--- src/hdl/i64div_pkg.sv ---
`default_nettype none

package i64div_pkg;

    localparam int DATA_W  = 64;
    localparam int N_CELLS = DATA_W;
    // One operand stage, one cell per quotient bit and one output stage.
    localparam int LATENCY = N_CELLS + 2;

    localparam logic [2:0] FUNC_UDIV32 = 3'd0;
    localparam logic [2:0] FUNC_SDIV32 = 3'd1;
    localparam logic [2:0] FUNC_UDIV64 = 3'd2;
    localparam logic [2:0] FUNC_SDIV64 = 3'd3;
    localparam logic [2:0] FUNC_UREM32 = 3'd4;
    localparam logic [2:0] FUNC_SREM32 = 3'd5;
    localparam logic [2:0] FUNC_UREM64 = 3'd6;

    typedef logic [DATA_W-1:0] word_t;

    typedef struct packed {
        logic want_rem;
        logic neg_res;
        logic div_zero;
        logic bad_func;
    } ctrl_t;

endpackage

`default_nettype wire

--- src/hdl/i64div_cell.sv ---
`default_nettype none

module i64div_cell (
    input  wire logic               aclk,
    input  wire logic               aresetn,
    input  wire logic               in_valid,
    output logic                    in_ready,
    input  wire i64div_pkg::word_t  in_rem,
    input  wire i64div_pkg::word_t  in_quo,
    input  wire i64div_pkg::word_t  in_den,
    input  wire i64div_pkg::ctrl_t  in_ctrl,
    output logic                    out_valid,
    input  wire logic               out_ready,
    output i64div_pkg::word_t       out_rem,
    output i64div_pkg::word_t       out_quo,
    output i64div_pkg::word_t       out_den,
    output i64div_pkg::ctrl_t       out_ctrl
);
    import i64div_pkg::*;

    logic [DATA_W:0] shifted;
    logic [DATA_W:0] trial;
    logic            fits;
    logic            load;

    logic  valid_reg, valid_next;
    word_t rem_reg, rem_next;
    word_t quo_reg, quo_next;
    word_t den_reg;
    ctrl_t ctrl_reg;

    // One restoring step: bring down the next dividend bit and try the divisor.
    always_comb begin
        shifted  = {in_rem, in_quo[DATA_W-1]};
        trial    = shifted - {1'b0, in_den};
        fits     = !trial[DATA_W];
        rem_next = fits ? trial[DATA_W-1:0] : shifted[DATA_W-1:0];
        quo_next = {in_quo[DATA_W-2:0], fits};
    end

    assign in_ready   = !valid_reg || out_ready;
    assign load       = in_valid && in_ready;
    assign valid_next = in_ready ? in_valid : valid_reg;

    always_ff @(posedge aclk) begin
        if (!aresetn) begin
            valid_reg <= 1'b0;
        end else begin
            valid_reg <= valid_next;
        end
    end

    always_ff @(posedge aclk) begin
        if (load) begin
            rem_reg  <= rem_next;
            quo_reg  <= quo_next;
            den_reg  <= in_den;
            ctrl_reg <= in_ctrl;
        end
    end

    assign out_valid = valid_reg;
    assign out_rem   = rem_reg;
    assign out_quo   = quo_reg;
    assign out_den   = den_reg;
    assign out_ctrl  = ctrl_reg;

endmodule

`default_nettype wire

--- config.mk ---
export PLATFORM = sky130hd
export DESIGN_NAME = i64div_cell
export DESIGN_NICKNAME = d
export VERILOG_FILES = /design/src/hdl/i64div_pkg.sv /design/src/hdl/i64div_cell.sv
export SDC_FILE = /design/constraint.sdc
export NUM_CORES = 1
export LEC_CHECK = 0
export BUFFER_PORTS_ARGS = -buffer_cell sky130_fd_sc_hd__clkbuf_2
export CAP_MARGIN = 20
export CORE_AREA = 2 2 157 159
export DETAILED_ROUTE_END_ITERATION = 8
export DIE_AREA = 0 0 159 161
export GPL_TIMING_DRIVEN = 0
export PLACE_DENSITY = 0.79
export SLEW_MARGIN = 40
export SYNTH_ARGS = -nofsm -noshare
export SYNTH_HDL_FRONTEND = slang
export SYNTH_SLANG_ARGS = --single-unit
--- constraint.sdc ---
create_clock -name aclk -period 11.1 [get_ports aclk]
set_clock_uncertainty 0.15 [all_clocks]
set_input_delay 1.11 -clock aclk [delete_from_list [all_inputs] [get_ports aclk]]
set_output_delay 1.11 -clock aclk [all_outputs]
set_load 0.01 [all_outputs]
==> metrics <==
Final period util 41.96%; nets 1602; met1 usage 28.61%; # Post-CTS Setup Buffers 0; Post-synth EDFFs 196; IR drop worst, VDD 0.08179 mV; Final Hold Vio Count 0; Netlist cell types 60; Power per Cell Area 148.5 nW/um^2; hold depth 2; first-pass GRT wire length 46800 um; Inserted Clock Buffers 17; die area 25600 um^2; initial antenna violation count 0; sequential share of the synthesized area 53.29%; GRT Util Overall 23.25%; routed len/inst 18.12 um; num ports 398; dpl cells 1642; Finished Layout Cells 1674; Cell Chain, Critical Path clkbuf_2 > inv_1 > ha_1 > fa_1 > nor2b_1 > o211ai_1 > a31o_2 > o21ai_1 > a41oi_2 > a21o_1 > a21oi_2 > nor3_1 > nor3_4 > inv_2 > buf_6 > mux2_4; vias in the first global route 8721; HP Start out_valid$_SDFFE_PN0N_; Min Hold Slack 0.4884 ns; WHS Endpoint out_valid$_SDFFE_PN0N_; setup violators final 0; max incr delay on CP 0.40 ns; Top delay family on crit path compound AO/OA/AOI/OAI gates; Core Region 23960 um^2; clock root cell clkbuf_16; CTS Hold Bufs 0; Post-route DRC 0; Placer Congestion 0.9094; Finished Core Util 59.15%; Die X 159 um; Mapped Nets 1182; Initial Util 46.25%; Worst Tran Pin Value 0.9013 ns; Yosys reg bits 197; met3 usage 5.444%; clock sink count 197; Setup CP Type input pin to flop; GRT Max-Usage Layer met2; Worst Reg-to-Reg Cells 4; Ys Warns 0; Avg Synthesized Cell Area 12.08 um^2; Setup TNS 0 ns; vias 8927; Clock Path Buffers 2; CP Capture Type flop; post_cts resized 0; crit path max fanout 10; ranking of synthesized cells by area edfxtp_1, mux2_4, ha_1, a21oi_1, inv_1; share of layout cells above drive strength 1 38.74%; Max Cap Viol 0; crit path launch type input pin; max_slew headroom 39.15%; CP required 11.13 ns; starting DRC count in detailed routing 694; CTS tree built; reg2reg setup slack 9.07 ns; Syn Inst Count 917; M2 GR Usage 40.06%; Top FF cell, synth edfxtp_1; Remaining Overflow, GRT 0; largest area contributor in the netlist edfxtp_1; synthesized cell area 11080 um^2; Pre-Repair DR Iteration Count 8; RSZ-0062 raised after global routing false; Synth top area share 53.11%; Buf+Inv Stages, Crit Path 4; synth cell count leaders edfxtp_1, inv_1, a21oi_1; LEAKAGE 6.533 nW; vias per cell 5.333; Row Count 57; HPWL Detailed 24080 um; CP max stage cell fa_1; Die Y 161 um; deepest level of the CTS H-tree 4; Antenna diodes 0; Async SR Flop Fraction 0%; cell with the most instances after synthesis edfxtp_1; Skew-Pair Late Insertion Delay 0.43 ns; outcome completed; pin count of the biggest net entering global routing 46; FF-to-FF End out_den[4]$_DFFE_PP_; Hold WC Path Type flop to flop; Final Critical Period 4.658 ns; area delta synth->final 27.90%; final wirelength 30330 um; RR Startpoint out_valid$_SDFFE_PN0N_; number of port buffers 397; Pins Over Slew Limit 0; clock-pin slew on the worst setup and hold paths 0.08 ns; CP Data Arrival Time 4.69 ns; Max Freq 0.2147 GHz; DRT antenna net count 0
==> power by group <==
group	internal, mW	leakage [nW]	switching (mW)
combinational	0.245	4.33	0.295
clock	0.315	0.299	0.334
sequential	0.899	1.90	0.0157
==> flip-flops by register name, summed over array words and instances (netlist names) <==
| register | flops |
|---|---|
| out_ctrl | 4 |
| out_den | 64 |
| out_quo | 64 |
| out_rem | 64 |
| out_valid | 1 |
==> cells by family (layout without fill, tap and decap cells) <==
logic type | Yosys count | after routing | share of synthesized area (%)
multiplexers | 65 | 65 | 8.569
adder cells (fa/ha/maj) | 65 | 65 | 7.407
buffers and inverters | 122 | 555 | 4.652
AND/OR/NAND/NOR | 175 | 175 | 7.835
AO/OA/AOI/OAI | 233 | 233 | 13.50
flip-flops | 197 | 197 | 53.29
XOR/XNOR | 60 | 60 | 4.742
==> worst min-delay path, stage by stage (launching register included) <==
cell      delay (ns)
dfxtp_1         0.32
nand2b_1        0.14
a21boi_0        0.13
==> layout make-up <==
cell class / instances / area (um^2)
Inverter: 83 / 311.5
Sequential cell: 197 / 5906
Clock buffer: 18 / 439.2
Multi-Input combinational cell: 598 / 4663
Buffer: 39 / 203.9
Timing Repair Buffer: 401 / 2067
Fill cell: 1991 / 9789
Clock inverter: 14 / 177.7
Tap cell: 324 / 405.4
==> stage by stage <==
stage	power [mW]	setup slack, ns	instance area, um^2
3_3_place_gp	1.464	2.838	13470
6_report	2.105	6.442	14170
3_5_place_dp	1.468	5.987	13560
5_1_grt	2.193	6.261	14170
4_1_cts	2.116	6.450	14170
2_1_floorplan	1.292	4.575	11080
==> worst max path at each step <==
stage | endpoint | start | depth (start not counted)
finish | out_rem[34]$_DFFE_PP_ | in_quo[63] | 16
global route | out_rem[60]$_DFFE_PP_ | in_den[26] | 16
CTS | out_rem[60]$_DFFE_PP_ | in_quo[63] | 16
detailed placement | out_rem[60]$_DFFE_PP_ | in_quo[63] | 16
global placement | out_den[11]$_DFFE_PP_ | out_ready | 3
floorplan | out_ctrl[0]$_DFFE_PP_ | out_ready | 2
==> metal layers <==
layer	vias to the layer above	wire length, um
met3	57	2380
met1	4201	11940
li1	4273	-
met4	0	899
met2	396	15100
met5	-	0
==> layout by cell type, fill, tap and decap left out, types with 15 or more instances in the layout <==
| cell | count |
|---|---|
| a21oi_1 | 79 |
| nand3_1 | 15 |
| clkbuf_2 | 397 |
| inv_1 | 82 |
| ha_1 | 64 |
| nor3_1 | 15 |
| nand2_1 | 55 |
| clkbuf_16 | 17 |
| nor2_1 | 29 |
| clkbuf_1 | 23 |
| xnor2_1 | 34 |
| o21ai_0 | 39 |
| mux2_4 | 59 |
| xor2_1 | 26 |
| nand4_1 | 19 |
| edfxtp_1 | 196 |
| a21o_1 | 31 |
No activity file was read; power rests on OpenSTA's default activity.
