[src/hdl/i64div_pkg.sv]
`default_nettype none

package i64div_pkg;

    localparam int DATA_W  = 64;
    localparam int N_CELLS = DATA_W;
    // One operand stage, one cell per quotient bit and one output stage.
    localparam int LATENCY = N_CELLS + 2;

    localparam logic [2:0] FUNC_UDIV32 = 3'd0;
    localparam logic [2:0] FUNC_SDIV32 = 3'd1;
    localparam logic [2:0] FUNC_UDIV64 = 3'd2;
    localparam logic [2:0] FUNC_SDIV64 = 3'd3;
    localparam logic [2:0] FUNC_UREM32 = 3'd4;
    localparam logic [2:0] FUNC_SREM32 = 3'd5;
    localparam logic [2:0] FUNC_UREM64 = 3'd6;

    typedef logic [DATA_W-1:0] word_t;

    typedef struct packed {
        logic want_rem;
        logic neg_res;
        logic div_zero;
        logic bad_func;
    } ctrl_t;

endpackage

`default_nettype wire

[src/hdl/i64div_post.sv]
`default_nettype none

module i64div_post (
    input  wire logic               aclk,
    input  wire logic               aresetn,
    input  wire logic               in_valid,
    output logic                    in_ready,
    input  wire i64div_pkg::word_t  in_rem,
    input  wire i64div_pkg::word_t  in_quo,
    input  wire i64div_pkg::ctrl_t  in_ctrl,
    input  wire i64div_pkg::word_t  zero_value,
    output logic                    out_valid,
    input  wire logic               out_ready,
    output i64div_pkg::word_t       out_result,
    output logic                    out_div_zero
);
    import i64div_pkg::*;

    word_t mag;
    word_t result_next;
    logic  load;

    logic  valid_reg, valid_next;
    word_t result_reg;
    logic  div_zero_reg;

    always_comb begin
        mag = in_ctrl.want_rem ? in_rem : in_quo;
        priority if (in_ctrl.bad_func) begin
            result_next = '0;
        end else if (in_ctrl.div_zero) begin
            result_next = zero_value;
        end else if (in_ctrl.neg_res) begin
            result_next = ~mag + word_t'(1);
        end else begin
            result_next = mag;
        end
    end

    assign in_ready   = !valid_reg || out_ready;
    assign load       = in_valid && in_ready;
    assign valid_next = in_ready ? in_valid : valid_reg;

    always_ff @(posedge aclk) begin
        if (!aresetn) begin
            valid_reg <= 1'b0;
        end else begin
            valid_reg <= valid_next;
        end
    end

    always_ff @(posedge aclk) begin
        if (load) begin
            result_reg   <= result_next;
            div_zero_reg <= in_ctrl.div_zero;
        end
    end

    assign out_valid    = valid_reg;
    assign out_result   = result_reg;
    assign out_div_zero = div_zero_reg;

endmodule

`default_nettype wire

[config.mk]
export PLATFORM = sky130hd
export DESIGN_NAME = i64div_post
export DESIGN_NICKNAME = d
export VERILOG_FILES = /design/src/hdl/i64div_pkg.sv /design/src/hdl/i64div_post.sv
export SDC_FILE = /design/constraint.sdc
export NUM_CORES = 1
export LEC_CHECK = 0
export ABC_AREA = 1
export BUFFER_PORTS_ARGS = -buffer_cell sky130_fd_sc_hd__buf_2
export CAP_MARGIN = 20
export CORE_MARGIN = 2
export CORE_UTILIZATION = 51
export DETAILED_ROUTE_END_ITERATION = 10
export PLACE_DENSITY = 0.84
export SLEW_MARGIN = 15
export SYNTH_ARGS = -nofsm -noshare
export SYNTH_HDL_FRONTEND = slang
export SYNTH_SLANG_ARGS = --single-unit
export TNS_END_PERCENT = 1
[constraint.sdc]
create_clock -name aclk -period 4.6 [get_ports aclk]
set_input_delay 0.23 -clock aclk [delete_from_list [all_inputs] [get_ports aclk]]
set_output_delay 0.23 -clock aclk [all_outputs]
set_load 0.05 [all_outputs]
==> results of run 1 <==
[cell families after synthesis]
family / count (synthesis) / share of synthesized area
XOR/XNOR: 23 / 0.0291
AO/OA/AOI/OAI: 112 / 0.0873
buffers and inverters: 227 / 0.137
multiplexers: 1 / 0.00144
AND/OR/NAND/NOR: 777 / 0.459
flip-flops: 66 / 0.284
adder cells (fa/ha/maj): 1 / 0.00180
[per-stage QoR]
| step | total power [mW] | area [um^2] | setup slack [ns] | utilization | hold WS (ns) |
|---|---|---|---|---|---|
| 4_1_cts | 2.11 | 8560 | 1.99 | 0.647 | 0.110 |
| 2_1_floorplan | 1.26 | 6930 | 0.352 | - | 0.329 |
| 3_5_place_dp | 1.49 | 8280 | 1.65 | 0.626 | 0.448 |
| 6_report | 2.12 | 8560 | 1.93 | 0.647 | 0.113 |
| 5_1_grt | 2.22 | 8560 | 1.62 | 0.647 | 0.108 |
| 3_3_place_gp | 1.49 | 8280 | 1.69 | 0.626 | 0.441 |
[sequential cells by signal, summed over array words and instances (netlist names)]
name / count
out_valid: 1
out_result: 64
out_div_zero: 1
[metal layers]
layer | wire length [um] | track usage
met1 | 10800 | 0.489
met2 | 10000 | 0.493
met3 | 2740 | 0.0792
met4 | 381 | 0.0792
met5 | 0 | 0
[layout make-up]
cell class                      instances  area [um^2]  area share
Clock inverter                          7         53.8     0.00628
Tap cell                              176          220      0.0257
Timing Repair Buffer                  271         1390       0.163
Inverter                              179          676      0.0789
Clock buffer                            9          225      0.0263
Multi-Input combinational cell        914         4020       0.470
Sequential cell                        66         1970       0.230
[final timing paths]
check                                       startpoint                      endpoint  slack [ns]  depth (start not counted)
worst max register to register  out_valid$_SDFFE_PN0N_  out_result[17]$_SDFFCE_PP0P_        3.01                          2
worst min-delay path                        in_ctrl[1]        out_div_zero$_DFFE_PP_        0.11                          1
worst max-delay path                        in_ctrl[3]  out_result[50]$_SDFFCE_PP0P_        1.93                         16
worst min register to register  out_valid$_SDFFE_PN0N_        out_valid$_SDFFE_PN0N_        0.62                          2
[report_power, final]
group          internal, mW  switching [mW]
registers             0.719          0.0124
logic                 0.217           0.547
clock network         0.366           0.256
[Yosys cell counts (13+ instances only)]
master / instances
edfxtp_1: 65
nor2_1: 202
o21ai_0: 56
nand4_1: 13
xor2_1: 18
nand2_2: 19
nand3_1: 65
clkbuf_1: 22
inv_1: 174
a21oi_1: 28
nand2_1: 453
[layout by cell type, fill, tap and decap left out, types with 9 or more instances in the layout]
cell type	netlist	layout
a21oi_1	28	27
buf_2	10	266
clkbuf_16	0	9
edfxtp_1	65	65
inv_1	174	173
nand2_1	453	453
nand2_2	19	19
nand3_1	65	65
nand4_1	13	13
nor2_1	202	202
nor2_2	12	12
o21ai_0	56	56
o21ai_1	12	12
xor2_1	18	18
==> qor.txt, run 1 <==
outcome: finished, final reports clean
Critical Path Start Type: input pin
Post-CTS Setup Bufs: 0
# IOs: 267
CTS clk-pin slew, worst paths: 0.06 ns
Worst Tran Pin Value: 0.940 ns
initial antenna violation count: 0
critical path required time: 4.69 ns
Die ar.: 14500 um^2
final hold vios: 0
Max-Cap Viols: 0
Overflow after GRT: 0
post-CTS sizing: 0
Tightest Hold Check Type: input pin to flip-flop
First-pass DRT Iterations: 5
CTS tree: yes
endpoint class of the critical path: flip-flop
DR WL/cell: 14.8 um
VDD IR max: 0.141 mV
CP dominant cell by count: nand2_1
Post-DRT Antenna Nets: 0
layout cells sized above 1: 0.234
Max Fclk: 0.374 GHz
Antenna Cells: 0
syn avg cell area: 5.74 um^2
LEAKAGE: 4.80 nW
Pwr Density: 247 nW/um^2
Max stage delay on crit path: 0.55 ns
vias in the first global route: 7352
RSZ-0062 raised after global routing: false
sequential-to-total area share from yosys stat: 0.284
Area growth, synth to finish: 23.5%
Synthesis Warnings: 0
Final #Nets: 1642
Synth area leaders: edfxtp_1, nand2_1, nor2_1
Initial Util: 0.524
Primary FF master, synth: edfxtp_1
delay-heaviest family, CP: simple AND/OR/NAND/NOR gates
fin crit share: 0.580
clock tree buffer depth: 2
clock skew: 0.00338 ns
Final Non-Filler Cells: 1622
worst setup path class: input pin to flip-flop
pin count of the biggest net entering global routing: 80
Buf/Inv on CP: 3
Syn Std Cell Area: 6930 um^2
total of fill cells in the finished design: 1303
Port Buf Inserts: 266
Die W: 121 um
Post-Syn Nets: 1408
Tmin final: 2.67 ns
CP arrival: 2.76 ns
Yosys reg bits: 66
Global Route Usage Sum: 0.333
Clock Root Buffer: clkbuf_16
GPL Wtd Cong: 1.01
Inst Count DP: 1606
crit-path max FO: 65
Clock Sinks: 66
slowest cell on the critical path: inv_4
Async SR Flop Fraction: 0
Post-Route WL: 24.0 mm
Synth area leader: edfxtp_1
final setup violation count: 0
first-pass GRT wire length: 37.7 mm
setup TNS: 0 ns
H-tree Lvls: 3
Final Max Slew Viols: 0
vias: 8147
DP Wirelength: 19.8 mm
Synth top area share: 0.281
total CTS buffers: 9
Rows: 42
hold_buf cts: 0
post-synthesis cell type count: 37
First DRT Iteration DRCs: 847
DRC viols: 0
Avg Vias per Cell: 5.02
Worst-Skew Late Latency: 0.33 ns
number of synthesized flops with an enable pin: 65
max_slew headroom: 0.367
Syn Inst Count: 1207
Core ar.: 13200 um^2
crit path cell chain: buf_2 -> inv_4 -> nand2_1 -> nand2_2 -> ha_1 -> nand3_1 -> nor2_2 -> nand3_2 -> nor2_1 -> nand3_1 -> nand2_1 -> nand2_1 -> nand2_1 -> nand3_1 -> nand2_1 -> inv_1
chip height: 121 um
Power figures use the tool's default switching activity.
==> run 2: changes to the inputs <==
- ABC_AREA: 1 -> 0
- CORE_UTILIZATION: 51 -> 49
- PLACE_DENSITY: 0.84 -> 0.83
- clock period: 4.6 -> 2.7 ns (I/O delays scaled with it)
==> qor.txt, run 2 <==
outcome: finished, final reports clean (unchanged)
total power: 3.82 mW (was 2.12 mW)
commonest non-fill, non-tap cell in the layout: buf_2 (was nand2_1)
initial antenna violation count: 3 (was 0)
Clock Root Buffer: clkbuf_16 (unchanged)
DRC viols: 0 (unchanged)
Syn Inst Count: 706 (was 1207)
VDD IR max: 0.329 mV (was 0.141 mV)
Yosys reg bits: 66 (unchanged)
Max Fclk: 0.382 GHz
Post-DRT Antenna Nets: 0 (unchanged)
total of fill cells in the finished design: 963 (was 1303)
Post-Syn Nets: 907 (was 1408)
final core occ: 0.708 (was 0.647)
Max stage delay on crit path: 0.64 ns (was 0.55 ns)
area post-placement: 8140 um^2 (was 8280 um^2)
Overflow after GRT: 0 (unchanged)
syn avg cell area: 8.62 um^2 (was 5.74 um^2)
synth cell count leaders: nor2_1, nand2_1, edfxtp_1 (was nand2_1, nor2_1, inv_1)
vias in the first global route: 7205 (was 7352)
Synth area leaders: edfxtp_1, mux2i_1, nor2_1 (was edfxtp_1, nand2_1, nor2_1)
Area growth, synth to finish: 40.3% (was 23.5%)
setup TNS: 0 ns (unchanged)
CP dominant cell by count: buf_4 (was nand2_1)
Inst Count DP: 1187 (was 1606)
Final Non-Filler Cells: 1208 (was 1622)
Final Worst Setup Slack: 0.0848 ns (was 1.93 ns)
Avg Vias per Cell: 6.15 (was 5.02)
worst setup path class: input pin to flip-flop (unchanged)
Worst-Skew Late Latency: 0.34 ns (was 0.33 ns)
met2 Usage GRT: 0.571 (was 0.493)
sequential-to-total area share from yosys stat: 0.324 (was 0.284)
Buf/Inv on CP: 4 (was 3)
Pwr Density: 448 nW/um^2 (was 247 nW/um^2)
Die ar.: 13300 um^2 (was 14500 um^2)
Async SR Flop Fraction: 0 (unchanged)
Rows: 40 (was 42)
cell with the most instances after synthesis: nor2_1 (was nand2_1)
GPL Wtd Cong: 0.995 (was 1.01)
layout cells sized above 1: 0.408 (was 0.234)
Clock Sinks: 66 (unchanged)
First DRT Iteration DRCs: 611 (was 847)
final hold vios: 0 (unchanged)
Tmin final: 2.62 ns
Synth area leader: edfxtp_1 (unchanged)
final setup violation count: 0 (unchanged)
Final Max Slew Viols: 0 (unchanged)
LEAKAGE: 3.69 nW (was 4.80 nW)
crit path cell chain: buf_6 -> buf_12 -> buf_4 -> or3b_1 -> a2bb2oi_1 -> buf_4 -> nand4_1 -> or4b_4 -> or4_4 -> o211ai_1 (was buf_2 -> inv_4 -> nand2_1 -> nand2_2 -> ha_1 -> nand3_1 -> nor2_2 -> nand3_2 -> nor2_1 -> nand3_1 -> nand2_1 -> nand2_1 -> nand2_1 -> nand3_1 -> nand2_1 -> inv_1)
chip height: 115 um (was 121 um)
CP arrival: 2.81 ns (was 2.76 ns)
Tightest Hold Check Type: input pin to flip-flop (unchanged)
routing usage on met1: 0.422 (was 0.489)
# IOs: 267 (unchanged)
slowest cell on the critical path: or4b_4 (was inv_4)
vias: 7428 (was 8147)
Largest register FFs: 64 (unchanged)
Critical Path Start Type: input pin (unchanged)
CTS clk-pin slew, worst paths: 0.06 ns (about the same)
Global Route Usage Sum: 0.348 (was 0.333)
clock tree buffer depth: 2 (unchanged)
routing usage on met3: 0.0832 (was 0.0792)
DP Wirelength: 18.1 mm (was 19.8 mm)
first-pass GRT wire length: 35.9 mm (was 37.7 mm)
DP Worst Slack: -0.273 ns (was 1.65 ns)
delay-heaviest family, CP: simple AND/OR/NAND/NOR gates (unchanged)
hold_buf cts: 0 (unchanged)
Synth top area share: 0.321 (was 0.281)
Post-Route WL: 23.5 mm (was 24.0 mm)
H-tree Lvls: 3 (unchanged)
CTS tree: yes (unchanged)
Syn Std Cell Area: 6080 um^2 (was 6930 um^2)
number of synthesized flops with an enable pin: 65 (unchanged)
Synthesis Warnings: 0 (unchanged)
Worst Tran Pin Value: 0.641 ns (was 0.940 ns)
Core ar.: 12100 um^2 (was 13200 um^2)
Initial Util: 0.504 (was 0.524)
total CTS buffers: 9 (unchanged)
worst hold margin: 0.0348 ns (was 0.113 ns)
Die W: 115 um (was 121 um)
max_slew headroom: 0.573 (was 0.367)
Final #Nets: 1233 (was 1642)
critical path required time: 2.89 ns (was 4.69 ns)
Max-Cap Viols: 0 (unchanged)
Port Buf Inserts: 266 (unchanged)
Final Instance Area: 8540 um^2 (was 8560 um^2)
First-pass DRT Iterations: 7 (was 5)
pin count of the biggest net entering global routing: 44 (was 80)
crit-path max FO: 25 (was 65)
clock skew: 0.00342 ns (was 0.00338 ns)
commonest non-fill, non-tap cells in the layout: buf_2, buf_4, nor2_1 (was nand2_1, buf_2, nor2_1)
fin crit share: 0.969
DR WL/cell: 19.5 um (was 14.8 um)
post-synthesis cell type count: 78 (was 37)
Primary FF master, synth: edfxtp_1 (unchanged)
endpoint class of the critical path: flip-flop (unchanged)
global route hottest layer: met2 (unchanged)
-- run 2: timing repair --
| item | in CTS | in global routing |
|---|---|---|
| setup endpoints to repair | 0 | 2 |
| buffers inserted | 0 | 2 |
| gates resized for setup | 0 | 3 |
-- run 2: cell families after synthesis --
kind of cell,Yosys count,synth area share
flops,66,0.324
buf+inv,52,0.0397
compound gates,164,0.184
fa+ha+maj,1,0.00206
simple gates,322,0.285
xor+xnor,29,0.0417
mux,72,0.123
-- run 2: routing by layer --
layer	routed length, um	vias to the layer above
met5	0	-
met4	980	0
met3	2290	78
met2	11200	478
met1	9040	3461
li1	-	3411
-- run 2: layout make-up --
class	instances	area (um^2)	area share
sequential	66	1970	0.231
clock buffer	9	225	0.0264
timing repair buffer	363	2110	0.247
antenna	3	7.51	0.000879
inverter	4	15.0	0.00176
clock inverter	7	118	0.0138
multi-input combinational	588	3880	0.455
tap	168	210	0.0246
-- run 2: path summary, 6_finish.rpt --
path              slack, ns                      endpoint              startpoint  cells after the start
setup / recovery       0.08  out_result[62]$_SDFFCE_PP0P_              in_ctrl[3]                     10
hold reg to reg        0.52        out_valid$_SDFFE_PN0N_  out_valid$_SDFFE_PN0N_                      2
hold / removal         0.03        out_valid$_SDFFE_PN0N_                 aresetn                      2
setup reg to reg       1.07  out_result[38]$_SDFFCE_PP0P_  out_valid$_SDFFE_PN0N_                      3
-- run 2: report_power, final --
part / internal, mW / switching [mW]
Combinational: 0.436 / 0.776
Clock: 0.899 / 0.464
Sequential: 1.23 / 0.0216
-- run 2: worst register-to-register path, cell delays in order (launching register included) --
cell,delay (ns)
dfxtp_1,0.31
nand2b_1,0.09
and2_2,0.56
buf_12,0.33
==> run 3: changes to the inputs <==
--- a/config.mk
+++ b/config.mk
@@ -12,2 +12,3 @@
 export CORE_UTILIZATION = 49
+export CTS_BUF_LIST = sky130_fd_sc_hd__clkbuf_16
 export DETAILED_ROUTE_END_ITERATION = 10
--- a/constraint.sdc
+++ b/constraint.sdc
@@ -3,2 +3,2 @@
 set_output_delay 0.135 -clock aclk [all_outputs]
-set_load 0.05 [all_outputs]
+set_load 0.02 [all_outputs]
==> qor.txt, run 3 (synthesis gave the netlist of run 2 again) <==
outcome: finished, final reports clean (unchanged)
Buf/Inv on CP: 4 (unchanged)
chip height: 115 um (unchanged)
H-tree Lvls: 3 (unchanged)
Rows: 40 (unchanged)
Final Instance Area: 8310 um^2 (was 8540 um^2)
Global Route Usage Sum: 0.338 (was 0.348)
setup TNS: 0 ns (unchanged)
Max Fclk: 0.391 GHz (was 0.382 GHz)
Die W: 115 um (unchanged)
reg-to-reg endpoint: out_result[6]$_SDFFCE_PP0P_ (was out_result[38]$_SDFFCE_PP0P_)
Clock Root Buffer: clkbuf_16 (unchanged)
Die ar.: 13300 um^2 (unchanged)
Max-Cap Viols: 0 (unchanged)
Tmin final: 2.56 ns (was 2.62 ns)
vias in the first global route: 6750 (was 7205)
initial antenna violation count: 2 (was 3)
post-CTS sizing: 0 (unchanged)
slowest cell on the critical path: o311ai_0 (was or4b_4)
Overflow after GRT: 0 (unchanged)
Core ar.: 12100 um^2 (unchanged)
CTS tree: yes (unchanged)
clock skew: 0.00547 ns (was 0.00342 ns)
CTS clk-pin slew, worst paths: 0.05 ns (was 0.06 ns)
commonest non-fill, non-tap cells in the layout: buf_2, buf_4, nor2_1 (unchanged)
# IOs: 267 (unchanged)
First DRT Iteration DRCs: 691 (was 611)
critical path required time: 2.77 ns (was 2.89 ns)
Area growth, synth to finish: 36.6% (was 40.3%)
Post-DRT Antenna Nets: 0 (unchanged)
layout cells sized above 1: 0.393 (was 0.408)
crit-path max FO: 39 (was 25)
Initial Util: 0.504 (unchanged)
CP dominant cell by count: buf_4 (unchanged)
First-pass DRT Iterations: 5 (was 7)
endpoint class of the critical path: flip-flop (unchanged)
DR WL/cell: 19.2 um (was 19.5 um)
Crit. path cell count: 10 (unchanged)
Critical Path Start Type: input pin (unchanged)
area post-placement: 8030 um^2 (was 8140 um^2)
total power: 3.40 mW (was 3.82 mW)
hold_buf cts: 0 (unchanged)
DRC viols: 0 (unchanged)
crit path from: in_ctrl[3] (unchanged)
pin count of the biggest net entering global routing: 66 (was 44)
Max stage delay on crit path: 0.39 ns (was 0.64 ns)
max_slew headroom: 0.521 (was 0.573)
Tightest Hold Check Type: input pin to flip-flop (unchanged)
Post-Route WL: 22.9 mm (was 23.5 mm)
RSZ-0062 raised after global routing: false
Worst Tran Pin Value: 0.717 ns (was 0.641 ns)
Port Buf Inserts: 266 (unchanged)
total CTS buffers: 9 (unchanged)
Clock Sinks: 66 (unchanged)
clock tree buffer depth: 2 (unchanged)
Final #Nets: 1216 (was 1233)
crit path cell chain: buf_4 -> buf_12 -> buf_4 -> or3b_1 -> a222oi_1 -> buf_4 -> and3_4 -> nand4_1 -> o311ai_0 -> o211ai_1 (was buf_6 -> buf_12 -> buf_4 -> or3b_1 -> a2bb2oi_1 -> buf_4 -> nand4_1 -> or4b_4 -> or4_4 -> o211ai_1)
DP Wirelength: 17.7 mm (was 18.1 mm)
Hold Crit Start: in_valid (was aresetn)
commonest non-fill, non-tap cell in the layout: buf_2 (unchanged)
VDD IR max: 0.246 mV (was 0.329 mV)
delay-heaviest family, CP: buffers and inverters (was simple AND/OR/NAND/NOR gates)
Post-CTS Setup Bufs: 0 (unchanged)
FF-to-FF Start: out_valid$_SDFFE_PN0N_ (unchanged)
CP arrival: 2.63 ns (was 2.81 ns)
LEAKAGE: 3.58 nW (was 3.69 nW)
worst hold margin: 0.0393 ns (was 0.0348 ns)
GPL Wtd Cong: 0.969 (was 0.995)
final setup violation count: 0 (unchanged)
Worst-Skew Late Latency: 0.34 ns (about the same)
Largest register FFs: 64 (unchanged)
CP Capture Point: out_result[59]$_SDFFCE_PP0P_ (was out_result[62]$_SDFFCE_PP0P_)
first-pass GRT wire length: 34.8 mm (was 35.9 mm)
fin crit share: 0.947 (was 0.969)
worst setup path class: input pin to flip-flop (unchanged)
vias: 7236 (was 7428)
Avg Vias per Cell: 6.09 (was 6.15)
Final Max Slew Viols: 0 (unchanged)
Reg2Reg Setup Slack: 1.42 ns (was 1.07 ns)
Pwr Density: 409 nW/um^2 (was 448 nW/um^2)
Reg2Reg Depth: 3 (unchanged)
DP Worst Slack: -0.156 ns (was -0.273 ns)
Final Worst Setup Slack: 0.143 ns (was 0.0848 ns)
final hold vios: 0 (unchanged)
## run 3: cell types whose count changed in the layout (fill, tap and decap cells not counted), moves of 2 or more
| cell | before | now |
|---|---|---|
| clkinvlp_4 | 2 | 0 |
| bufinv_16 | 3 | 1 |
| buf_4 | 94 | 79 |
| clkinv_1 | 1 | 3 |
## run 3: worst min path at each step
stage / endpoint / cells past startpoint / slack (ns)
floorplan: out_div_zero$_DFFE_PP_ / 0 / 0.23
global placement: out_valid$_SDFFE_PN0N_ / 3 / 0.39
detailed placement: out_valid$_SDFFE_PN0N_ / 3 / 0.39
CTS: out_valid$_SDFFE_PN0N_ / 2 / 0.04
global route: out_valid$_SDFFE_PN0N_ / 2 / 0.07
finish: out_valid$_SDFFE_PN0N_ / 3 / 0.04
## run 3: cell type report
cell class	count	area, um^2
repair buffers	346	1960
clock buffers	9	225
inverters	4	15.0
well taps	168	210
flip-flops and latches	66	1970
multi-input cells	588	3870
diodes	2	5.00
fillers	1010	3750
clock inverters	6	50.0
## run 3: tightest hold or removal path, delay by kind of cell
kind	cells	cell delay (ns)
AOI/OAI and AO/OA	1	0.06
buffers and inverters	2	0.14
## run 3: per-stage QoR
step	utilization	cells
global route	0.689	1189
floorplan	-	706
finish	0.689	1189
CTS	0.689	1187
detailed placement	0.666	1172
global placement	0.666	1172
## run 3: metal layers
| layer | vias to the layer above | part of all wire | wire length [um] | track usage |
|---|---|---|---|---|
| met5 | - | 0 | 0 | 0 |
| met2 | 433 | 0.47 | 10900 | 0.550 |
| met1 | 3374 | 0.39 | 8910 | 0.442 |
| li1 | 3366 | - | - | - |
| met4 | 0 | 0.036 | 822 | 0.166 |
| met3 | 63 | 0.10 | 2290 | 0.0523 |
## run 3: power breakdown
group          switching (mW)  total [mW]  internal, mW
logic                   0.591        1.01         0.417
clock network           0.452        1.15         0.695
registers              0.0209        1.25          1.23
total                    1.06        3.40          2.34
