--- config.mk ---
export PLATFORM = sky130hd
export DESIGN_NAME = i64div_prep
export DESIGN_NICKNAME = d
export VERILOG_FILES = /design/src/hdl/i64div_pkg.sv /design/src/hdl/i64div_prep.sv
export SDC_FILE = /design/constraint.sdc
export NUM_CORES = 1
export LEC_CHECK = 0
export BUFFER_PORTS_ARGS = -buffer_cell sky130_fd_sc_hd__buf_4
export CAP_MARGIN = 10
export CORE_MARGIN = 2
export CORE_UTILIZATION = 35
export DETAILED_ROUTE_END_ITERATION = 7
export GPL_TIMING_DRIVEN = 0
export SLEW_MARGIN = 5
export SYNTH_ARGS = -nofsm -noshare
export SYNTH_HDL_FRONTEND = slang
export SYNTH_SLANG_ARGS = --single-unit
export TNS_END_PERCENT = 5
--- constraint.sdc ---
create_clock -name aclk -period 4.4 [get_ports aclk]
set_input_delay 0.22 -clock aclk [delete_from_list [all_inputs] [get_ports aclk]]
set_output_delay 0.22 -clock aclk [all_outputs]
set_load 0.01 [all_outputs]
--- src/hdl/i64div_pkg.sv ---
`default_nettype none

package i64div_pkg;

    localparam int DATA_W  = 64;
    localparam int N_CELLS = DATA_W;
    // One operand stage, one cell per quotient bit and one output stage.
    localparam int LATENCY = N_CELLS + 2;

    localparam logic [2:0] FUNC_UDIV32 = 3'd0;
    localparam logic [2:0] FUNC_SDIV32 = 3'd1;
    localparam logic [2:0] FUNC_UDIV64 = 3'd2;
    localparam logic [2:0] FUNC_SDIV64 = 3'd3;
    localparam logic [2:0] FUNC_UREM32 = 3'd4;
    localparam logic [2:0] FUNC_SREM32 = 3'd5;
    localparam logic [2:0] FUNC_UREM64 = 3'd6;

    typedef logic [DATA_W-1:0] word_t;

    typedef struct packed {
        logic want_rem;
        logic neg_res;
        logic div_zero;
        logic bad_func;
    } ctrl_t;

endpackage

`default_nettype wire

--- src/hdl/i64div_prep.sv ---
`default_nettype none

module i64div_prep (
    input  wire logic               aclk,
    input  wire logic               aresetn,
    input  wire logic               in_valid,
    output logic                    in_ready,
    input  wire logic [2:0]         func,
    input  wire i64div_pkg::word_t  dividend,
    input  wire i64div_pkg::word_t  divisor,
    output logic                    out_valid,
    input  wire logic               out_ready,
    output i64div_pkg::word_t       out_rem,
    output i64div_pkg::word_t       out_quo,
    output i64div_pkg::word_t       out_den,
    output i64div_pkg::ctrl_t       out_ctrl
);
    import i64div_pkg::*;

    logic  is32;
    logic  sgn;
    logic  rem;
    logic  bad;
    word_t den_eff;
    logic  neg_a;
    logic  neg_b;
    word_t mag_a;
    word_t mag_b;
    ctrl_t ctrl_next;
    logic  load;

    logic  valid_reg, valid_next;
    word_t quo_reg;
    word_t den_reg;
    ctrl_t ctrl_reg;

    always_comb begin
        is32 = 1'b0;
        sgn  = 1'b0;
        rem  = 1'b0;
        bad  = 1'b0;
        unique case (func)
            FUNC_UDIV32: begin is32 = 1'b1; end
            FUNC_SDIV32: begin is32 = 1'b1; sgn = 1'b1; end
            FUNC_UDIV64: begin end
            FUNC_SDIV64: begin sgn = 1'b1; end
            FUNC_UREM32: begin is32 = 1'b1; rem = 1'b1; end
            FUNC_SREM32: begin is32 = 1'b1; sgn = 1'b1; rem = 1'b1; end
            FUNC_UREM64: begin rem = 1'b1; end
            default:     begin bad = 1'b1; end
        endcase
    end

    always_comb begin
        if (!is32) begin
            den_eff = divisor;
        end else if (sgn) begin
            den_eff = {{(DATA_W/2){divisor[DATA_W/2-1]}}, divisor[DATA_W/2-1:0]};
        end else begin
            den_eff = {{(DATA_W/2){1'b0}}, divisor[DATA_W/2-1:0]};
        end
        neg_a = sgn && dividend[DATA_W-1];
        neg_b = sgn && den_eff[DATA_W-1];
        mag_a = neg_a ? (~dividend + word_t'(1)) : dividend;
        mag_b = neg_b ? (~den_eff + word_t'(1)) : den_eff;
        // A remainder follows the dividend's sign, a quotient the sign of the pair.
        ctrl_next.want_rem = rem;
        ctrl_next.neg_res  = rem ? neg_a : (neg_a ^ neg_b);
        ctrl_next.div_zero = !bad && (den_eff == '0);
        ctrl_next.bad_func = bad;
    end

    assign in_ready   = !valid_reg || out_ready;
    assign load       = in_valid && in_ready;
    assign valid_next = in_ready ? in_valid : valid_reg;

    always_ff @(posedge aclk) begin
        if (!aresetn) begin
            valid_reg <= 1'b0;
        end else begin
            valid_reg <= valid_next;
        end
    end

    always_ff @(posedge aclk) begin
        if (load) begin
            quo_reg  <= mag_a;
            den_reg  <= mag_b;
            ctrl_reg <= ctrl_next;
        end
    end

    assign out_valid = valid_reg;
    assign out_rem   = '0;
    assign out_quo   = quo_reg;
    assign out_den   = den_reg;
    assign out_ctrl  = ctrl_reg;

endmodule

`default_nettype wire

==> impl_metrics.env, run 1 <==
export IMPL_status="finished clean"
export IMPL_rsz0062_at_grt="no"
export IMPL_cts_buffers=17
export IMPL_placedCellCount=1391
export IMPL_vdd_drop_max_uv=174.7
export IMPL_worstSetupStartpoint="divisor[0]"
export IMPL_r2r_slack_ns=2.79
export IMPL_yosysWarnings=0
export IMPL_vias=7105
export IMPL_required_ns=4.56
export IMPL_cts_sinks=133
export IMPL_ys_seq_area_share_pct=49.83
export IMPL_final_layout_size_suffix_gt1_share_pct=33.33
export IMPL_crit_type="in -> reg"
export IMPL_ant_nets=0
export IMPL_coreArea_um2=22500
export IMPL_boundaryPins=333
export IMPL_ys_ff_latch=133
export IMPL_cpPeakStageDelay_ns=0.71
export IMPL_multi_input_area_um2=3603
export IMPL_start_kind="input pin"
export IMPL_synthesis_area_um2=7995
export IMPL_hold_start="in_valid"
export IMPL_hold_path_class="in -> reg"
export IMPL_grt_pass1_wl_mm=39.07
export IMPL_place_gp_congestion=0.8999
export IMPL_pwr_share_seq_pct=41.7
export IMPL_dr_pass1_iters=5
export IMPL_yosys_cell_types_count=58
export IMPL_grt_usage_pct=21.35
export IMPL_routed_wirelength_mm=26.17
export IMPL_finalSetupTns_ns=0
export IMPL_grt_overflow_total=0
export IMPL_worstPathArrival_ns=3.38
export IMPL_synth_async_reset_ratio_pct=0
export IMPL_antenna_found_initial=0
export IMPL_p_leak_nw=4.681
export IMPL_netlist_instances=774
export IMPL_setup_violations=0
export IMPL_cts_tree="done"
export IMPL_maxCapViolations=0
export IMPL_start_util_pct=35.53
export IMPL_avgSynthCellArea_um2=10.33
export IMPL_drv_slew=0
export IMPL_dp_hpwl_mm=20.00
export IMPL_crit_path_end_kind="flip-flop"
export IMPL_p_sw_w=0.001007
export IMPL_row_count=55
export IMPL_fin_crit_sh_pct=73.19
export IMPL_viasPerCell=4.986
export IMPL_powerDensity_nw_per_um2=333.4
export IMPL_path_clk_slew_ns=0.06
export IMPL_area_delta_synth_final_pct=40.78
export IMPL_p_sw_share_pct=26.85
export IMPL_cts_buffer_depth=2
export IMPL_power_frac_clock_pct=38.2
export IMPL_antennaDiodeCount=0
export IMPL_wl_per_cell_um=18.37
export IMPL_grt_max_degree=68
export IMPL_dieArea_um2=24070
export IMPL_fp_dieW_um=155.1
export IMPL_grt_pass1_vias=6917
export IMPL_power_frac_comb_pct=20.1
export IMPL_slowest_stage="nor4_2"
export IMPL_hold_viol_final=0
export IMPL_cts_setup_buffers=0
export IMPL_min_period_ns=3.220
export IMPL_clock_root_buffer="clkbuf_16"
export IMPL_nNetsFinal=1264
export IMPL_fp_dieH_um=155.1
export IMPL_tightest_slew_ns=0.7709
export IMPL_fillers=2172
export IMPL_r2r_start="out_valid$_SDFFE_PN0N_"
export IMPL_final_cells=1425
export IMPL_portBuffers=267
export IMPL_htreeDepth=4
export IMPL_relSlewSlack_pct=48.61
export IMPL_finClkSkew_ns=0.01093
export IMPL_crit_path_max_fanout=6
export IMPL_synth_ff_type="edfxtp_1"
export IMPL_drcViolationCount=0
export IMPL_clkLatencyLatePin_ns=0.42
export IMPL_internal_power_w=0.002745
export IMPL_crit_chain="dlygate4sd3_1 > buf_4 > nor3_1 > nor3b_1 > nand3_1 > nor4_2 > a31oi_1 > xnor2_1"
export IMPL_synth_edf_count=132
export IMPL_total_power_w=0.003752
export IMPL_drt_iter0_drc=656
export IMPL_clock_fmax_mhz=310.5
export IMPL_ff_latch_area_um2=3984
[final timing paths]
kind                             to  depth (start not counted)
min reg2reg  out_valid$_SDFFE_PN0N_                          2
max reg2reg    out_quo[9]$_DFFE_PP_                          3
min          out_valid$_SDFFE_PN0N_                          3
max           out_den[57]$_DFFE_PP_                          8
[kinds of logic after synthesis]
| family | synth area share, % |
|---|---|
| simple gates | 16.23 |
| compound gates | 12.44 |
| flops | 49.83 |
| xor+xnor | 12.93 |
| buf+inv | 8.091 |
| fa+ha+maj | 0.3129 |
| other cells | 0.04690 |
| mux | 0.1252 |
[cells in the final DEF, fill, tap and decap left out, drive strengths merged, types with 18 or more instances in the layout]
| cell type | n |
|---|---|
| a21oi | 69 |
| edfxtp | 132 |
| nor2 | 80 |
| clkbuf | 47 |
| buf | 335 |
| xor2 | 63 |
| a31oi | 18 |
| o21ai | 38 |
| nand2 | 39 |
| or3 | 19 |
| xnor2 | 55 |
| conb | 64 |
[cells in the mapped netlist, drive strengths merged, types with 2 or more instances]
cell | count | area share (%)
and2 | 7 | 0.55
a21oi | 69 | 4.3
nand3 | 6 | 0.38
a211oi | 2 | 0.19
a31oi | 18 | 1.4
o21a | 2 | 0.19
nor3 | 17 | 1.1
nor2b | 3 | 0.23
ha | 2 | 0.31
and3 | 6 | 0.47
or3 | 19 | 1.5
or2 | 4 | 0.31
nand3b | 2 | 0.19
nand2 | 39 | 1.8
xnor2 | 55 | 6.0
nand4 | 8 | 0.63
a21boi | 3 | 0.28
nor4b | 4 | 0.52
nand2b | 13 | 1.0
clkbuf | 28 | 1.3
nor4 | 15 | 1.5
nor3b | 2 | 0.19
or4b | 4 | 0.50
inv | 14 | 0.66
edfxtp | 132 | 50
o21ai | 38 | 2.4
xor2 | 63 | 6.9
or4 | 8 | 0.85
o41ai | 10 | 1.1
a41oi | 2 | 0.22
o31ai | 17 | 1.6
and3b | 2 | 0.22
buf | 66 | 6.1
nor2 | 80 | 3.8
[power by group through the flow]
stage | sequential [W] | combinational [W] | clock (W)
2_1_floorplan | 0.00165 | 0.000305 | 0
3_3_place_gp | 0.00160 | 0.000739 | 0
3_5_place_dp | 0.00159 | 0.000749 | 0
4_1_cts | 0.00157 | 0.000753 | 0.00147
5_1_grt | 0.00157 | 0.000815 | 0.00152
6_report | 0.00156 | 0.000754 | 0.00144
[routing by layer]
layer / global-route usage [%] / up-vias / part of all wire [%]
met5: 0 / - / 0
met4: 6.481 / 0 / 1.8
met3: 4.624 / 35 / 7.0
met2: 35.17 / 321 / 49
met1: 28.25 / 3337 / 42
li1: - / 3412 / -
[per-stage QoR]
step	instance area (um^2)	hold WS, ns	utilization [%]	worst slack (ns)
2_1_floorplan	8232	0.3189	-	0.3409
3_3_place_gp	10590	0.4222	47.07	-1.058
3_5_place_dp	10640	0.4219	47.30	1.251
4_1_cts	11260	0.03954	50.02	1.196
5_1_grt	11260	0.05981	50.02	0.9532
6_report	11260	0.05825	50.02	1.180
[worst max-delay path: cells and delay by family]
kind,cells,cell delay [ns]
AOI/OAI and AO/OA,1,0.27
xor gates and xnor gates,1,0.20
buffers and inverters,2,0.68
and+or+nand+nor,4,2.01
[flip-flops by register name, indices dropped and copies added, names as in the netlist]
register,cells
out_den,64
out_quo,64
out_ctrl,4
out_valid,1
[cell type report]
cell class,instances,share of cell area [%]
multi-input combinational,596,32.01
inverter,14,0.4669
buffer,94,5.280
timing repair buffer,271,18.41
sequential,133,35.39
tap,285,3.168
clock buffer,19,3.935
clock inverter,13,1.334
[what timing repair did]
item,in CTS,in global routing
hold buffers,2,0
hold endpoints to repair,2,0
gates resized for setup,0,0
Power figures use the tool's default switching activity.
==> run 2, diff against run 1 <==
--- a/config.mk
+++ b/config.mk
@@ -5,6 +5,7 @@
 export SDC_FILE = /design/constraint.sdc
 export NUM_CORES = 1
 export LEC_CHECK = 0
+export ABC_AREA = 1
 export BUFFER_PORTS_ARGS = -buffer_cell sky130_fd_sc_hd__buf_4
 export CAP_MARGIN = 10
 export CORE_MARGIN = 2
==> constraint.sdc (replaced) <==
create_clock -name aclk -period 3.2 [get_ports aclk]
set_input_delay 0.16 -clock aclk [delete_from_list [all_inputs] [get_ports aclk]]
set_output_delay 0.16 -clock aclk [all_outputs]
set_load 0.01 [all_outputs]
==> impl_metrics.env, run 2 <==
export IMPL_final_core_util_pct=48.78
export IMPL_crit_path_end_kind="flip-flop"
export IMPL_p_sw_share_pct=30.33
export IMPL_p_sw_w=0.001626
export IMPL_vdd_drop_max_uv=287.1
export IMPL_netlist_instances=1222
export IMPL_ctsResizeCount=0
export IMPL_final_cells=1927
export IMPL_dr_pass1_iters=6
export IMPL_cts_buffers=17
export IMPL_wl_per_cell_um=17.02
export IMPL_dieArea_um2=28190
export IMPL_p_leak_nw=5.982
export IMPL_synth_commonest_cells="370 x nand2_1, 190 x nor2_1, 132 x edfxtp_1"
export IMPL_drt_iter0_drc=613
export IMPL_routed_wirelength_mm=32.80
export IMPL_synth_largest_area_cell="edfxtp_1"
export IMPL_area_delta_synth_final_pct=35.95
export IMPL_whs_endpoint="out_quo[32]$_DFFE_PP_"
export IMPL_htreeDepth=4
export IMPL_final_layout_size_suffix_gt1_share_pct=27.14
export IMPL_tightest_slew_ns=0.5764
export IMPL_cpPeakStageDelay_ns=0.56
export IMPL_required_ns=3.38
export IMPL_rsz0062_at_grt="no"
export IMPL_synth_edf_count=132
export IMPL_r2r_start="out_valid$_SDFFE_PN0N_"
export IMPL_r2r_slack_ns=1.58
export IMPL_dp_hpwl_mm=27.01
export IMPL_grt_overflow_total=0
export IMPL_antennaDiodeCount=0
export IMPL_boundaryPins=333
export IMPL_worst_path_buf_inv=3
export IMPL_placedCellCount=1892
export IMPL_hold_path_class="in -> reg"
export IMPL_hold_start="dividend[32]"
export IMPL_power_frac_clock_pct=36.6
export IMPL_yosys_cell_types_count=45
export IMPL_slowest_stage="dlygate4sd3_1"
export IMPL_pwr_share_seq_pct=40.3
export IMPL_fp_dieW_um=167.9
export IMPL_maxCapViolations=0
export IMPL_grt_max_degree=32
export IMPL_mostFrequentLayoutCells="370 x nand2_1, 333 x buf_4, 190 x nor2_1"
export IMPL_place_gp_congestion=0.9509
export IMPL_start_kind="input pin"
export IMPL_worstPathArrival_ns=2.47
export IMPL_crit_chain="dlygate4sd3_1 > buf_4 > inv_1 > ha_1 > nand3_1 > nor2_1 > nand2_1 > nor2_1 > a31oi_1 > o21ai_0 > nand2_1"
export IMPL_power_frac_comb_pct=23.1
export IMPL_synth_async_reset_ratio_pct=0
export IMPL_worstSetupStartpoint="dividend[0]"
export IMPL_synth_ff_type="edfxtp_1"
export IMPL_clkLatencyLatePin_ns=0.43
export IMPL_hold_slack_ns=0.02172
export IMPL_status="finished clean"
export IMPL_powerDensity_nw_per_um2=419.3
export IMPL_clock_fmax_mhz=435.4
export IMPL_viasPerCell=4.781
export IMPL_coreArea_um2=26210
export IMPL_reg2reg_to="out_quo[56]$_DFFE_PP_"
export IMPL_internal_power_w=0.003735
export IMPL_drcViolationCount=0
export IMPL_min_period_ns=2.297
export IMPL_antenna_found_initial=0
export IMPL_grt_pass1_wl_mm=49.00
export IMPL_hold_viol_final=0
export IMPL_synth_area_leaders="edfxtp_1 42%, nand2_1 15%, nor2_1 7.6%, xor2_1 5.6%, buf_4 5.3%"
export IMPL_relSlewSlack_pct=61.57
export IMPL_clock_root_buffer="clkbuf_16"
export IMPL_start_util_pct=35.88
export IMPL_ant_nets=0
export IMPL_synth_most_common_cell="nand2_1"
export IMPL_critPathTopFamily="simple AND/OR/NAND/NOR gates"
export IMPL_setup_violations=0
export IMPL_nNetsFinal=1716
export IMPL_fin_crit_sh_pct=71.78
export IMPL_worst_r2r_path_depth=3
export IMPL_cts_buffer_depth=2
export IMPL_crit_type="in -> reg"
export IMPL_min_path_cells=3
export IMPL_drv_slew=0
export IMPL_ys_ff_latch=133
export IMPL_synth_top_cell_area_share_pct=42.16
export IMPL_cts_tree="done"
export IMPL_fp_dieH_um=167.9
export IMPL_ys_seq_area_share_pct=42.37
export IMPL_grt_pass1_vias=8872
export IMPL_finClkSkew_ns=0.008348
export IMPL_avgSynthCellArea_um2=7.695
export IMPL_path_clk_slew_ns=0.06
export IMPL_cts_sinks=133
export IMPL_yosysWarnings=0
export IMPL_vias=9213
export IMPL_crit_path_max_fanout=6
export IMPL_layout_commonest_cell="nand2_1"
export IMPL_portBuffers=267
export IMPL_grt_usage_pct=22.87
export IMPL_row_count=59
export IMPL_synthesis_area_um2=9403
-- run 2: worst max path at each step --
stage / to / slack (ns) / cells after the start
after floorplan: out_ctrl[0]$_DFFE_PP_ / 0.21 / 1
after global placement: out_quo[45]$_DFFE_PP_ / -0.77 / 3
after detailed placement: out_quo[52]$_DFFE_PP_ / 1.01 / 10
after CTS: out_quo[52]$_DFFE_PP_ / 0.92 / 11
after global routing: out_quo[32]$_DFFE_PP_ / 0.71 / 11
final: out_quo[32]$_DFFE_PP_ / 0.90 / 11
-- run 2: per-stage QoR --
step                area (um^2)  setup TNS, ns  setup slack (ns)  power [W]
floorplan                  9651              0            0.2071   0.002842
global placement          12070        -100.23           -0.7718   0.003415
detailed placement        12180              0             1.014   0.003425
CTS                       12780              0            0.9235   0.005392
global route              12780              0            0.7129   0.005570
finish                    12780              0            0.9032   0.005361
-- run 2: power by group through the flow --
stage	logic (W)	clock network, W	registers [W]
6_report	0.00124	0.00196	0.00216
5_1_grt	0.00134	0.00205	0.00217
4_1_cts	0.00124	0.00199	0.00216
3_5_place_dp	0.00123	0	0.00220
3_3_place_gp	0.00121	0	0.00221
2_1_floorplan	0.000571	0	0.00227
-- run 2: final cells by class --
class / count / area (um^2)
buffer: 87 / 639.4
inverter: 118 / 446.7
fill: 2608 / 13420
clock inverter: 15 / 146.4
tap: 335 / 419.2
multi-input combinational: 947 / 4581
sequential: 133 / 3984
timing repair buffer: 275 / 2142
clock buffer: 17 / 425.4
-- run 2: per-layer routing --
metal	global-route usage [%]	routed length, um
met1	29.05	14010
met2	38.75	15500
met3	4.020	2312
met4	9.036	987
met5	0	0
-- run 2: cell families after synthesis --
family | count (synthesis) | synth area share [%]
flip-flops | 133 | 42.37
XOR/XNOR | 88 | 8.197
adder cells (fa/ha/maj) | 2 | 0.2661
buffers and inverters | 205 | 11.55
other | 1 | 0.03988
AO/OA/AOI/OAI | 71 | 4.365
AND/OR/NAND/NOR | 722 | 33.21
-- run 2: worst min-delay path, cell delays in order --
cell,delay [ns]
buf_4,0.09
nand2_1,0.04
nand2_1,0.05
-- run 2: what timing repair did --
item                                    4_1_cts  5_1_grt
endpoints found under the setup margin        0        0
hold buffers                                  3        0
buffers inserted                              0        0
endpoints found under the hold margin         3        0
==> run 3, diff against run 2 <==
--- a/config.mk
+++ b/config.mk
@@ -5,7 +5,7 @@
 export SDC_FILE = /design/constraint.sdc
 export NUM_CORES = 1
 export LEC_CHECK = 0
-export ABC_AREA = 1
+export ABC_AREA = 0
 export BUFFER_PORTS_ARGS = -buffer_cell sky130_fd_sc_hd__buf_4
 export CAP_MARGIN = 10
 export CORE_MARGIN = 2
==> constraint.sdc (replaced) <==
create_clock -name aclk -period 2.41 [get_ports aclk]
set_input_delay 0.1205 -clock aclk [delete_from_list [all_inputs] [get_ports aclk]]
set_output_delay 0.1205 -clock aclk [all_outputs]
set_load 0.01 [all_outputs]
==> impl_metrics.env, run 3 (synthesis gave the netlist of run 1 again) <==
export IMPL_status="finished clean"
export IMPL_clkLatencyLatePin_ns=0.42
export IMPL_nNetsFinal=1284
export IMPL_dp_hpwl_mm=19.66
export IMPL_boundaryPins=333
export IMPL_htreeDepth=4
export IMPL_crit_path_max_fanout=6
export IMPL_grt_pass1_wl_mm=38.66
export IMPL_cts_tree="done"
export IMPL_antenna_found_initial=0
export IMPL_cts_sinks=133
export IMPL_dieArea_um2=24070
export IMPL_crit_path_end_kind="flip-flop"
export IMPL_viasPerCell=4.954
export IMPL_hold_slack_ns=0.01377
export IMPL_grt_pass1_vias=7035
export IMPL_total_power_w=0.007110
export IMPL_setup_violations=0
export IMPL_stdcell_area_um2=11570
export IMPL_ff_latch_area_um2=3984
export IMPL_mostFrequentLayoutCells="331 x buf_4, 132 x edfxtp_1, 79 x nor2_1"
export IMPL_cts_buffer_depth=2
export IMPL_grt_overflow_total=0
export IMPL_path_clk_slew_ns=0.06
export IMPL_portBuffers=267
export IMPL_finClkSkew_ns=0.01076
export IMPL_wl_per_cell_um=17.87
export IMPL_powerDensity_nw_per_um2=614.4
export IMPL_relSlewSlack_pct=47.16
export IMPL_drv_slew=0
export IMPL_final_layout_size_suffix_gt1_share_pct=33.62
export IMPL_rsz0062_at_grt="yes"
export IMPL_worstPathArrival_ns=2.57
export IMPL_grt_max_degree=67
export IMPL_fp_dieW_um=155.1
export IMPL_layout_commonest_cell="buf_4"
export IMPL_vdd_drop_max_uv=316.8
export IMPL_place_gp_congestion=0.8989
export IMPL_hold_path_class="in -> reg"
export IMPL_cts_buffers=17
export IMPL_clock_root_buffer="clkbuf_16"
export IMPL_row_count=55
export IMPL_vias=7158
export IMPL_start_util_pct=35.53
export IMPL_final_core_util_pct=51.43
export IMPL_area_delta_synth_final_pct=44.76
export IMPL_cts_setup_buffers=0
export IMPL_min_period_ns=2.321
export IMPL_coreArea_um2=22500
export IMPL_hold_viol_final=0
export IMPL_fillers=2104
export IMPL_p_leak_nw=4.834
export IMPL_drt_iter0_drc=596
export IMPL_multi_input_area_um2=3657
export IMPL_dpl_cell_area_um2=10650
export IMPL_grt_usage_pct=20.96
export IMPL_maxCapViolations=0
export IMPL_fin_crit_sh_pct=96.30
export IMPL_drcViolationCount=0
export IMPL_ant_nets=0
export IMPL_required_ns=2.66
export IMPL_clock_fmax_mhz=430.9
export IMPL_tightest_slew_ns=0.7926
export IMPL_start_kind="input pin"
export IMPL_dr_pass1_iters=6
export IMPL_antennaDiodeCount=0
export IMPL_crit_type="in -> reg"
export IMPL_fp_dieH_um=155.1
export IMPL_routed_wirelength_mm=25.82
[run 3: changes by cell type in the layout (fill, tap and decap cells not counted), sizes merged, moves of 15 or more]
cell         before  now
a21oi            13   69
a31oi             3   18
buf             356  335
clkbuf           20   49
dlygate4sd3       3   22
inv             124   15
nand2           378   39
nand3            78    6
nand4            27    8
nor2            204   80
nor4              0   15
o31ai             1   17
or3               0   19
xnor2            28   55
[run 3: per-layer routing]
| layer | vias to the layer above | part of all wire [%] | track usage, % |
|---|---|---|---|
| li1 | 3444 | - | - |
| met1 | 3346 | 43 | 27.17 |
| met2 | 339 | 48 | 35.20 |
| met3 | 29 | 7.3 | 4.596 |
| met4 | 0 | 1.5 | 6.305 |
| met5 | - | 0 | 0 |
[run 3: what timing repair did]
action	CTS	global route
endpoints found under the setup margin	7	42
hold endpoints to repair	21	0
pin swaps	0	2
hold buffers	22	0
gates resized for setup	5	11
[run 3: layout make-up]
class	count	area share (%)
Sequential cell	133	34.42
Multi-Input combinational cell	596	31.60
Timing Repair Buffer	291	19.70
Buffer	94	5.178
Clock buffer	21	4.065
Tap cell	285	3.081
Clock inverter	11	1.503
Inverter	14	0.4541
[run 3: path summary, 6_finish.rpt]
kind,endpoint,cells past startpoint,slack [ns],from
setup / recovery,out_den[63]$_DFFE_PP_,7,0.09,divisor[34]
setup reg to reg,out_den[9]$_DFFE_PP_,4,0.58,out_valid$_SDFFE_PN0N_
hold / removal,out_quo[43]$_DFFE_PP_,2,0.01,dividend[43]
hold reg to reg,out_den[59]$_DFFE_PP_,2,0.92,out_valid$_SDFFE_PN0N_
[run 3: power by group]
part	switching (W)	internal [W]	total (W)
registers	0.0000517	0.00280	0.00285
clock network	0.00103	0.00182	0.00285
logic	0.000735	0.000672	0.00141
total	0.00182	0.00529	0.00711
[run 3: critical path, stage by stage]
cell	delay, ns
buf_4	0.12
or4b_1	0.63
a211oi_1	0.30
nand4_1	0.37
a221o_1	0.46
or3_1	0.38
a21oi_1	0.18
[run 3: stage by stage]
stage	setup TNS (ns)	setup slack [ns]	instances
3_3_place_gp	-27.76	-0.7336	1389
6_report	0	0.08926	1445
2_1_floorplan	0	0.1015	837
3_5_place_dp	-24.71	-0.6376	1391
4_1_cts	0	0.01514	1445
5_1_grt	-0.007623	-0.007623	1445
